<file path="src/hw/rtl/bdrm_pkg.sv">
// Package for the byte difference run merger: widths, register indexes,
// reset values and the payload, configuration and state structs.
// No dependencies.
package bdrm_pkg;

  localparam int OFFSET_BITS = 25;
  localparam int OFF_W       = OFFSET_BITS;
  localparam int LEN_W       = OFFSET_BITS + 1;
  localparam int CFG_W       = 26;
  localparam int CFG_IDX_W   = 3;
  localparam int GAP_W       = 8;
  localparam int CTX_W       = 12;
  localparam int CNT_W       = 8;

  // register indexes
  localparam logic [CFG_IDX_W-1:0] REG_EXCLUDE_LOW   = 3'd0;
  localparam logic [CFG_IDX_W-1:0] REG_EXCLUDE_HIGH  = 3'd1;
  localparam logic [CFG_IDX_W-1:0] REG_MERGE_GAP     = 3'd2;
  localparam logic [CFG_IDX_W-1:0] REG_CONTEXT_BYTES = 3'd3;
  localparam logic [CFG_IDX_W-1:0] REG_REPORT_LIMIT  = 3'd4;
  localparam logic [CFG_IDX_W-1:0] REG_IMAGE_LENGTH  = 3'd5;

  // reset values
  localparam logic [GAP_W-1:0] MERGE_GAP_RST     = 8'd16;
  localparam logic [CTX_W-1:0] CONTEXT_BYTES_RST = 12'd128;
  localparam logic [CNT_W-1:0] REPORT_LIMIT_RST  = 8'd8;
  localparam logic [CNT_W-1:0] CNT_MAX           = {CNT_W{1'b1}};
  localparam logic [LEN_W-1:0] BYTES_MAX         = {LEN_W{1'b1}};

  typedef struct packed {
    logic             module_start;
    logic             section_first;
    logic             section_last;
    logic [OFF_W-1:0] byte_offset;
    logic [7:0]       mapped_byte;
    logic [7:0]       file_byte;
  } bdrm_in_t;

  typedef struct packed {
    logic [OFF_W-1:0] run_start;
    logic [LEN_W-1:0] run_length;
    logic [OFF_W-1:0] start_in_section;
    logic [OFF_W-1:0] context_start;
    logic [LEN_W-1:0] context_end;
    logic             reported;
    logic             first_in_module;
    logic [LEN_W-1:0] bytes_total;
  } bdrm_out_t;

  typedef struct packed {
    logic [CFG_W-1:0] exclude_low;
    logic [CFG_W-1:0] exclude_high;
    logic [GAP_W-1:0] merge_gap;
    logic [CTX_W-1:0] context_bytes;
    logic [CNT_W-1:0] report_limit;
    logic [CFG_W-1:0] image_length;
  } bdrm_cfg_t;

  typedef struct packed {
    logic             run_open;
    logic [OFF_W-1:0] open_start;
    logic [LEN_W-1:0] open_end;
    logic [LEN_W-1:0] open_len;
    logic [OFF_W-1:0] section_base;
    logic [CNT_W-1:0] run_count;
    logic             skipping;
    logic [LEN_W-1:0] module_bytes;
  } bdrm_state_t;

endpackage

</file>
<file path="src/hw/rtl/byte_diff_run_merger.sv">
// Top level of the byte difference run merger: handshakes, configuration
// registers and run state. Uses bdrm_pkg and bdrm_step.
//
// Usage:
//   Input channel (in_valid/in_ready/in_data) carries one byte position per
//   request: offset, the mapped and file bytes, and section/module marks.
//   Result channel (out_valid/out_ready/out_data) carries one closed run per
//   request; most bytes produce none.
//   Config port (cfg_wr_en/cfg_index/cfg_data) writes a register; only
//   write it while the block is idle. Unused indexes are ignored.
//   Timing: an accepted request is held in the input register; when the
//   result slot is free the step logic updates run state and, if a run
//   closes, loads the result register, which raises out_valid.
//   Throughput: one byte position per cycle while the result slot is free,
//   set by the run state update in bdrm_step (state feeds straight back).
//   Receiver stall: while a result waits, the input register holds; one
//   further request is still taken into it before in_ready drops.
//   Reset (rst_n low, synchronous): run state and counters clear, the
//   registers return to their defaults, both valid flags drop.
module byte_diff_run_merger (
  input  logic                                  clk,
  input  logic                                  rst_n,
  input  logic                                  in_valid,
  output logic                                  in_ready,
  input  bdrm_pkg::bdrm_in_t                    in_data,
  output logic                                  out_valid,
  input  logic                                  out_ready,
  output bdrm_pkg::bdrm_out_t                   out_data,
  input  logic                                  cfg_wr_en,
  input  logic [bdrm_pkg::CFG_IDX_W-1:0]        cfg_index,
  input  logic [bdrm_pkg::CFG_W-1:0]            cfg_data
);

  bdrm_pkg::bdrm_cfg_t   cfg_r;
  bdrm_pkg::bdrm_state_t st_r;
  bdrm_pkg::bdrm_state_t st_nxt;
  bdrm_pkg::bdrm_in_t    item_r;
  bdrm_pkg::bdrm_out_t   res_nxt;
  bdrm_pkg::bdrm_out_t   out_r;
  logic                  item_vld_r;
  logic                  out_vld_r;
  logic                  close;
  logic                  go;

  // the step runs when an item is held and the result slot is free
  assign go       = item_vld_r && (!out_vld_r || out_ready);
  assign in_ready = !item_vld_r || go;

  bdrm_step u_step (
    .cfg   (cfg_r),
    .cur   (st_r),
    .item  (item_r),
    .nxt   (st_nxt),
    .res   (res_nxt),
    .close (close)
  );

  // configuration registers
  always_ff @(posedge clk) begin
    if (!rst_n) begin
      cfg_r.exclude_low   <= '0;
      cfg_r.exclude_high  <= '0;
      cfg_r.merge_gap     <= bdrm_pkg::MERGE_GAP_RST;
      cfg_r.context_bytes <= bdrm_pkg::CONTEXT_BYTES_RST;
      cfg_r.report_limit  <= bdrm_pkg::REPORT_LIMIT_RST;
      cfg_r.image_length  <= '0;
    end else if (cfg_wr_en) begin
      case (cfg_index)
        bdrm_pkg::REG_EXCLUDE_LOW:   cfg_r.exclude_low   <= cfg_data;
        bdrm_pkg::REG_EXCLUDE_HIGH:  cfg_r.exclude_high  <= cfg_data;
        bdrm_pkg::REG_MERGE_GAP:     cfg_r.merge_gap     <= cfg_data[bdrm_pkg::GAP_W-1:0];
        bdrm_pkg::REG_CONTEXT_BYTES: cfg_r.context_bytes <= cfg_data[bdrm_pkg::CTX_W-1:0];
        bdrm_pkg::REG_REPORT_LIMIT:  cfg_r.report_limit  <= cfg_data[bdrm_pkg::CNT_W-1:0];
        bdrm_pkg::REG_IMAGE_LENGTH:  cfg_r.image_length  <= cfg_data;
        default: ;
      endcase
    end
  end

  // input register
  always_ff @(posedge clk) begin
    if (!rst_n) begin
      item_vld_r <= 1'b0;
    end else if (in_ready) begin
      item_vld_r <= in_valid;
    end
  end

  always_ff @(posedge clk) begin
    if (in_ready && in_valid) begin
      item_r <= in_data;
    end
  end

  // run state, all fields cleared at reset
  always_ff @(posedge clk) begin
    if (!rst_n) begin
      st_r <= '0;
    end else if (go) begin
      st_r <= st_nxt;
    end
  end

  // result register
  always_ff @(posedge clk) begin
    if (!rst_n) begin
      out_vld_r <= 1'b0;
    end else if (go) begin
      out_vld_r <= close;
    end else if (out_ready) begin
      out_vld_r <= 1'b0;
    end
  end

  always_ff @(posedge clk) begin
    if (go && close) begin
      out_r <= res_nxt;
    end
  end

  assign out_valid = out_vld_r;
  assign out_data  = out_r;

`ifndef SYNTHESIS
  // a new result only ever comes from a step
  a_result_from_step: assert property (@(posedge clk) disable iff (!rst_n)
    $rose(out_vld_r) |-> $past(go))
    else $error("result appeared without a step");

  // a closed run leaves no run open
  a_close_clears_open: assert property (@(posedge clk) disable iff (!rst_n)
    go && close |=> !st_r.run_open)
    else $error("run still open after close");

  // run count only falls at a module start
  a_count_monotonic: assert property (@(posedge clk) disable iff (!rst_n)
    go && !item_r.module_start |=> st_r.run_count >= $past(st_r.run_count))
    else $error("run count fell without module start");

  // running total always covers the run it includes
  a_total_covers_run: assert property (@(posedge clk) disable iff (!rst_n)
    out_vld_r |-> out_r.bytes_total >= out_r.run_length)
    else $error("byte total below run length");
`endif

endmodule

</file>
<file path="src/hw/rtl/bdrm_step.sv">
// One byte position of the run merger: next state and the closed-run request.
// Purely combinational; uses bdrm_pkg.
module bdrm_step (
  input  bdrm_pkg::bdrm_cfg_t   cfg,
  input  bdrm_pkg::bdrm_state_t cur,
  input  bdrm_pkg::bdrm_in_t    item,
  output bdrm_pkg::bdrm_state_t nxt,
  output bdrm_pkg::bdrm_out_t   res,
  output logic                  close
);

  localparam int OFF_W = bdrm_pkg::OFF_W;
  localparam int LEN_W = bdrm_pkg::LEN_W;
  localparam int CNT_W = bdrm_pkg::CNT_W;

  logic [CNT_W-1:0] cnt0;
  logic [LEN_W-1:0] mbytes0;
  logic             open0;
  logic             skip0;
  logic [OFF_W-1:0] base0;
  logic [LEN_W-1:0] off_ext;
  logic             excluded;
  logic             differs;
  logic [OFF_W-1:0] start1;
  logic [LEN_W-1:0] end1;
  logic [LEN_W-1:0] len1;
  logic             open1;
  logic             gap_close;
  logic [LEN_W:0]   gap_limit;
  logic [LEN_W:0]   hi;
  logic [LEN_W:0]   sum;
  logic [OFF_W-1:0] ctx_ext;

  always_comb begin
    // module start, then section start
    cnt0    = item.module_start ? '0 : cur.run_count;
    mbytes0 = item.module_start ? '0 : cur.module_bytes;
    open0   = cur.run_open & ~item.module_start & ~item.section_first;
    skip0   = item.section_first ? (cnt0 >= cfg.report_limit)
                                 : (cur.skipping & ~item.module_start);
    base0   = item.section_first ? item.byte_offset : cur.section_base;

    off_ext  = {1'b0, item.byte_offset};
    excluded = (off_ext >= cfg.exclude_low) && (off_ext < cfg.exclude_high);
    differs  = (item.mapped_byte != item.file_byte) && !excluded;

    gap_limit = {1'b0, cur.open_end} + {{(LEN_W + 1 - bdrm_pkg::GAP_W){1'b0}}, cfg.merge_gap};
    gap_close = 1'b0;
    if (differs) begin
      start1 = open0 ? cur.open_start : item.byte_offset;
      end1   = off_ext + LEN_W'(1);
      len1   = end1 - {1'b0, start1};
      open1  = 1'b1;
    end else begin
      start1    = cur.open_start;
      end1      = cur.open_end;
      len1      = cur.open_len;
      open1     = open0;
      gap_close = open0 && ({1'b0, off_ext} >= gap_limit);
    end

    close = !skip0 && (gap_close || (item.section_last && open1));

    // closed-run figures
    ctx_ext = {{(OFF_W - bdrm_pkg::CTX_W){1'b0}}, cfg.context_bytes};
    hi      = {1'b0, end1} + {{(LEN_W + 1 - bdrm_pkg::CTX_W){1'b0}}, cfg.context_bytes};
    sum     = {1'b0, mbytes0} + {1'b0, len1};

    res.run_start        = start1;
    res.run_length       = len1;
    res.start_in_section = start1 - base0;
    res.context_start    = (start1 > ctx_ext) ? (start1 - ctx_ext) : '0;
    res.context_end      = (hi > {1'b0, cfg.image_length}) ? cfg.image_length
                                                           : hi[LEN_W-1:0];
    res.reported         = cnt0 < cfg.report_limit;
    res.first_in_module  = cnt0 == '0;
    res.bytes_total      = sum[LEN_W] ? bdrm_pkg::BYTES_MAX : sum[LEN_W-1:0];

    // next state
    nxt.section_base = base0;
    nxt.skipping     = skip0;
    if (skip0) begin
      nxt.run_open     = open0;
      nxt.open_start   = cur.open_start;
      nxt.open_end     = cur.open_end;
      nxt.open_len     = cur.open_len;
      nxt.run_count    = cnt0;
      nxt.module_bytes = mbytes0;
    end else begin
      nxt.run_open     = open1 & ~close;
      nxt.open_start   = start1;
      nxt.open_end     = end1;
      nxt.open_len     = len1;
      nxt.run_count    = (close && cnt0 != bdrm_pkg::CNT_MAX) ? cnt0 + CNT_W'(1) : cnt0;
      nxt.module_bytes = close ? res.bytes_total : mbytes0;
    end
  end

endmodule
</file>
<file path="config.mk">
export PLATFORM = sky130hd
export DESIGN_NAME = byte_diff_run_merger
export DESIGN_NICKNAME = d
export VERILOG_FILES = /design/src/hw/rtl/bdrm_pkg.sv /design/src/hw/rtl/byte_diff_run_merger.sv /design/src/hw/rtl/bdrm_step.sv
export SDC_FILE = /design/constraint.sdc
export NUM_CORES = 1
export LEC_CHECK = 0
export BUFFER_PORTS_ARGS = -buffer_cell sky130_fd_sc_hd__buf_2
export CAP_MARGIN = 20
export CORE_ASPECT_RATIO = 0.7
export CORE_MARGIN = 5
export CORE_UTILIZATION = 50
export CTS_BUF_LIST = sky130_fd_sc_hd__clkbuf_4 sky130_fd_sc_hd__clkbuf_8
export CTS_CLUSTER_DIAMETER = 200
export DETAILED_ROUTE_END_ITERATION = 16
export PLACE_DENSITY = 0.71
export SLEW_MARGIN = 20
export SYNTH_ARGS = -nofsm -noshare
export SYNTH_HDL_FRONTEND = slang
export SYNTH_HIERARCHICAL = 1
export SYNTH_SLANG_ARGS = --single-unit
</file>
<file path="constraint.sdc">
create_clock -name clk -period 8.1 [get_ports clk]
set_input_delay 0.405 -clock clk [delete_from_list [all_inputs] [get_ports clk]]
set_output_delay 0.405 -clock clk [all_outputs]
set_load 0.02 [all_outputs]
</file>
; Word-level counts from Yosys, hierarchy flattened
; Cells that the tools add are included.
[word_totals]
regBits = 445
[op_classes]
addsub = 8
magnitude_cmp = 7
eq_ne = 7
muxes = 19
bitwise = 8
n_reduce_logical = 26
[op_table]
columns = cell, count
row1 = $mux 26, 7
row2 = $mux 78, 1
row3 = $mux 25, 3
row4 = $add 26x12->27, 1
row5 = $add 26x26->27, 1
row6 = $add 26x8->27, 1
row7 = $ge 25x27->1, 1
row8 = $gt 27x26->1, 1
row9 = $add 25x1->26 const B, 1
row10 = $ge 25x26->1, 1
row11 = $lt 25x26->1, 1
row12 = $sub 26x25->26, 1
row13 = $gt 25x12->1, 1
row14 = $sub 25x12->25, 1
row15 = $sub 25x25->25, 1
row16 = $mux 8, 3
row17 = $reduce_and 2->1, 7
row18 = $logic_and 1x1->1, 9
row19 = $add 8x1->8 const B, 1
row20 = $ge 8x8->1, 1
row21 = $logic_not 8->1, 1
row22 = $lt 8x8->1, 1
row23 = $ne 8x8->1, 1
row24 = $ne 8x8->1 const B, 1
row25 = other kinds (10), 27

; Logic depth before layout (Yosys ltp)
[logic_depth]
word_depth = 11
depth_mapped = 36
depth_no_buf = 30

; Hierarchy
; Netlist, hierarchy kept.
[by_module_without_submodules]
columns = module, instances, cells_per_inst, area_each_um2, seq_area_each_um2
row1 = byte_diff_run_merger, 1, 1197, 15085.7, 10900.5
row2 = bdrm_step, 1, 1957, 13217.7, 0.0

; Worst setup path before layout
; OpenSTA, ideal clock, no wires.
[synth_timing]
path_type = flip-flop to flip-flop
startpoint = register st_r[86] (netlist name)
endpoint = register out_r (netlist bit out_data[0]) (enable)
t_arrival_ps = 7645
t_required_ps = 7566
slack_ps = -79
path_stages_with_launch = 24
path_buffers = 2
synth_period_minus_slack_ps = 8179
cell_sequence = dfxtp_1 -> ha_1 -> fa_1 -> a21o_1 -> a211oi_1 -> o21ai_0 -> nand2_1 -> nor3_1 -> and2_1 -> and3_1 -> xnor2_1 -> ha_1 -> nand4_1 -> nor4_1 -> o211ai_1 -> a21oi_1 -> o311ai_0 -> nand2_1 -> a31oi_1 -> or2_1 -> clkbuf_1 -> inv_2 -> buf_2 -> and2_1
[synth_between]
elab_chain_cells = 7
[synth_lines]
columns = item, line_no
row1 = from (decl), byte_diff_run_merger.sv:35  ; bdrm_pkg::bdrm_state_t st_r;
row2 = from (signal assigned), byte_diff_run_merger.sv:100  ; st_r <= st_nxt;
row3 = $add 26x8->27, bdrm_step.sv:47  ; gap_limit = {1'b0, cur.open_end} + {{(LEN_W + 1 - bdrm_pkg::GAP_W){1'b0}}, cfg.merge_gap};
row4 = $ge 25x27->1, bdrm_step.sv:59  ; gap_close = open0 && ({1'b0, off_ext} >= gap_limit);
row5 = $logic_and 1x1->1, bdrm_step.sv:59
row6 = $mux 1, bdrm_step.sv:49  ; if (differs) begin
row7 = $logic_or 1x1->1, bdrm_step.sv:62  ; close = !skip0 && (gap_close || (item.section_last && open1));
row8 = $logic_and 1x1->1, bdrm_step.sv:62
row9 = via close, byte_diff_run_merger.sv:42  ; logic close;
row10 = $logic_and 1x1->1, byte_diff_run_merger.sv:116  ; if (go && close) begin
row11 = to (signal assigned), byte_diff_run_merger.sv:117  ; out_r <= res_nxt;
row12 = to (decl), byte_diff_run_merger.sv:39  ; bdrm_pkg::bdrm_out_t out_r;
; The timed path passes the listed nets, and every way through them passes these cells.
; A chain may end at the register's enable or synchronous reset.

==> results.json <==
{
  "grt.overflow.total": 0,
  "max_stage_delay_ns": 0.54,
  "fin_crit_ns": 7.72,
  "synthesis.nets": 3456,
  "grt_usage_pct": 28.2,
  "status": "complete, no violations",
  "numCtsBuffers": 76,
  "syn_avg_cell_area_sq_um": 8.97,
  "antennaDiodeCount": 0,
  "relSlewSlack_pct": 23.1,
  "max-clock-path-buffers": 3,
  "synth_edf_count": 199,
  "critPathSlowestCell": "edfxtp_1",
  "seq_area_frac_synth_pct": 38.5,
  "portBuffers": 234,
  "setup_viol": 0,
  "detailed_place_hpwl_microns": 67100,
  "ctsRootBufferMaster": "clkbuf_8",
  "hold_path_class": "in -> reg",
  "syn_inst": 3154,
  "dieArea_sq_mm": 0.0615,
  "globalplace.congestion": 1.05,
  "synth_largest_area_cell": "edfxtp_1",
  "required_ns": 8.53,
  "post-route-util_pct": 57.7,
  "die_w_microns": 294,
  "synthSimpleGateAreaFrac_pct": 18.3,
  "synth-compound-area-share_pct": 13.2,
  "synth_xor_area_share_pct": 4.82,
  "syn_area_sq_mm": 0.0283,
  "area_delta_synth_final_pct": 15.1,
  "antenna_found_initial": 6,
  "layout_commonest_cell": "nand2_1",
  "slew_viol_final": 0,
  "hold_violations": 0,
  "grt_pass1_vias": 22167,
  "synth_mux_area_share_pct": 9.88,
  "drt-initial-drc-count": 3130,
  "h-tree-depth": 3,
  "drc_errors": 0,
  "vdd_drop_max_mv": 0.126,
  "synth-seq-cells": 445,
  "rsz0062_at_grt": "false",
  "cp.arrival_ns": 8.15,
  "cts.sinks": 445,
  "startpoint_type": "flip-flop",
  "grt_first_pass_wirelength_microns": 134000,
  "ys_async_sr_fraction_pct": 0,
  "via_count": 24371,
  "dp.cells": 4050,
  "instances_no_fill": 4250,
  "core_sq_mm": 0.0564,
  "wl_per_cell_microns": 21.2,
  "worstSetupEndpointType": "flip-flop",
  "yosysTopAreaCellShare_pct": 21.1,
  "synth_top_family_by_area": "simple AND/OR/NAND/NOR gates",
  "yosys.area_share.adder_pct": 10.1,
  "drive_above_1_share_pct": 16.4,
  "initial_core_util_pct": 50.1,
  "synthTopCellsByArea": "edfxtp_1 21%, dfxtp_1 17%, ha_1 9.6%",
  "avgViaCountPerCell": 5.73,
  "ys_warn_count": 6,
  "power_density_mw_per_mm2": 207,
  "critPathMaxFanout": 14,
  "insertion_delay_ns": 0.69,
  "p_leak_nw": 13.3,
  "worstMarginPinSlew_ns": 1.15,
  "ys.flop_type": "dfxtp_1",
  "fin_skew_ns": 0.0281,
  "tritoncts": "done",
  "ant_nets": 0,
  "io_pins": 235,
  "cap_violations": 0,
  "fin_crit_sh_pct": 95.3,
  "max_freq_mhz": 130,
  "clk_pin_slew_ns": 0.07,
  "worstSetupPathType": "reg -> reg",
  "grt_max_degree": 255,
  "tns_ns": 0,
  "routed_wirelength_microns": 90300,
  "die_h_microns": 209,
  "mostFrequentLayoutCells": "564 x nand2_1, 246 x dfxtp_1, 233 x buf_2",
  "netlist-cell-type-count": 98,
  "rows": 73,
  "dr.pass1.iters": 6,
  "final_nets": 3739
}
[Yosys cell counts (8+ instances only)]
library cell  count
dfxtp_1         246
nand2b_1         20
a21o_1           45
nand4_1          36
nand2_1         564
a211oi_1         18
o21ai_2          20
buf_4            15
o21ai_1           8
nor2b_1          57
nand3_1         144
o21a_1           31
inv_1           196
nor2_1          140
and2_1           12
mux2_4           19
mux2_2           44
o21ai_0         209
xnor2_1         101
buf_6             8
nor4_1            8
mux2i_1         199
and3_1           25
or3_1            16
edfxtp_1        199
buf_1            17
o21bai_1         15
a31oi_1          14
clkbuf_1         85
o31ai_1          17
xor2_1           52
buf_2            26
a21oi_1         151
ha_1            218
nor3_1           46
[repair_timing]
item,CTS,global route
setup endpoints to repair,0,26
hold endpoints to repair,52,0
hold buffers,52,0
resized for setup,0,4
setup buffers,0,6
[area by class of cell]
class,count,area (sq um)
fill,5019,23900
multi-input combinational,2360,16000
sequential,445,10900
timing repair buffer,357,2290
clock buffer,111,1400
tap,750,938
inverter,197,739
clock inverter,30,314
[path summary, 6_finish.rpt]
| check | from | to | slack [ns] | depth (start not counted) |
|---|---|---|---|---|
| max | item_r[38]$_DFFE_PP_ | out_data[33]$_DFFE_PP_ | 0.38 | 29 |
| min | cfg_data[22] | cfg_r[102]$_SDFFE_PN0P_ | 0.04 | 3 |
| max reg2reg | item_r[38]$_DFFE_PP_ | out_data[33]$_DFFE_PP_ | 0.38 | 29 |
| min reg2reg | st_r[27]$_SDFFE_PN0P_ | st_r[27]$_SDFFE_PN0P_ | 0.45 | 2 |
[critical path, delay by kind of cell, from the launching register on]
family | cells | cell delay [ns]
AOI/OAI and AO/OA | 13 | 3.03
buffers and inverters | 2 | 0.44
DFF | 1 | 0.54
and+or+nand+nor | 7 | 1.39
muxes | 2 | 0.62
adders and majority gates | 4 | 1.35
xor gates and xnor gates | 1 | 0.09
[through the flow]
step	instance area, sq um	power [mW]	setup slack (ns)	hold slack [ns]
5_1_grt	32600	7.03	0.0154	0.0375
3_5_place_dp	30300	4.39	0.191	0.443
4_1_cts	32500	6.71	0.132	0.00379
3_3_place_gp	30300	4.36	0.463	0.440
6_report	32600	6.73	0.381	0.0411
2_1_floorplan	28300	3.87	0.657	0.430
[sequential cells by signal, summed over array words and instances (netlist names)]
register / count
st_r: 138
item_r: 44
out_valid: 1
out_data: 155
cfg_r: 106
item_vld_r: 1
[kinds of logic after synthesis]
logic type | after synthesis
flops | 445
fa+ha+maj | 224
xor+xnor | 154
simple gates | 1121
compound gates | 598
buf+inv | 349
mux | 263
[routing by layer]
| metal | global-route usage [%] | vias up | wire (microns) | share of wire [%] |
|---|---|---|---|---|
| li1 | - | 11661 | - | - |
| met3 | 10.9 | 196 | 12000 | 13 |
| met4 | 8.16 | 4 | 2650 | 2.9 |
| met2 | 38.0 | 1199 | 35200 | 39 |
| met1 | 41.5 | 11311 | 40300 | 45 |
| met5 | 1.49 | - | 143 | 0.16 |
[power breakdown]
group	total, mW	switching, mW	internal (mW)	leakage (nW)
Clock	2.30	0.994	1.31	0.898
Sequential	2.59	0.0711	2.52	3.83
Combinational	1.84	1.14	0.704	8.59
Total	6.73	2.20	4.53	13.3
(Power assumes the default switching activity.)
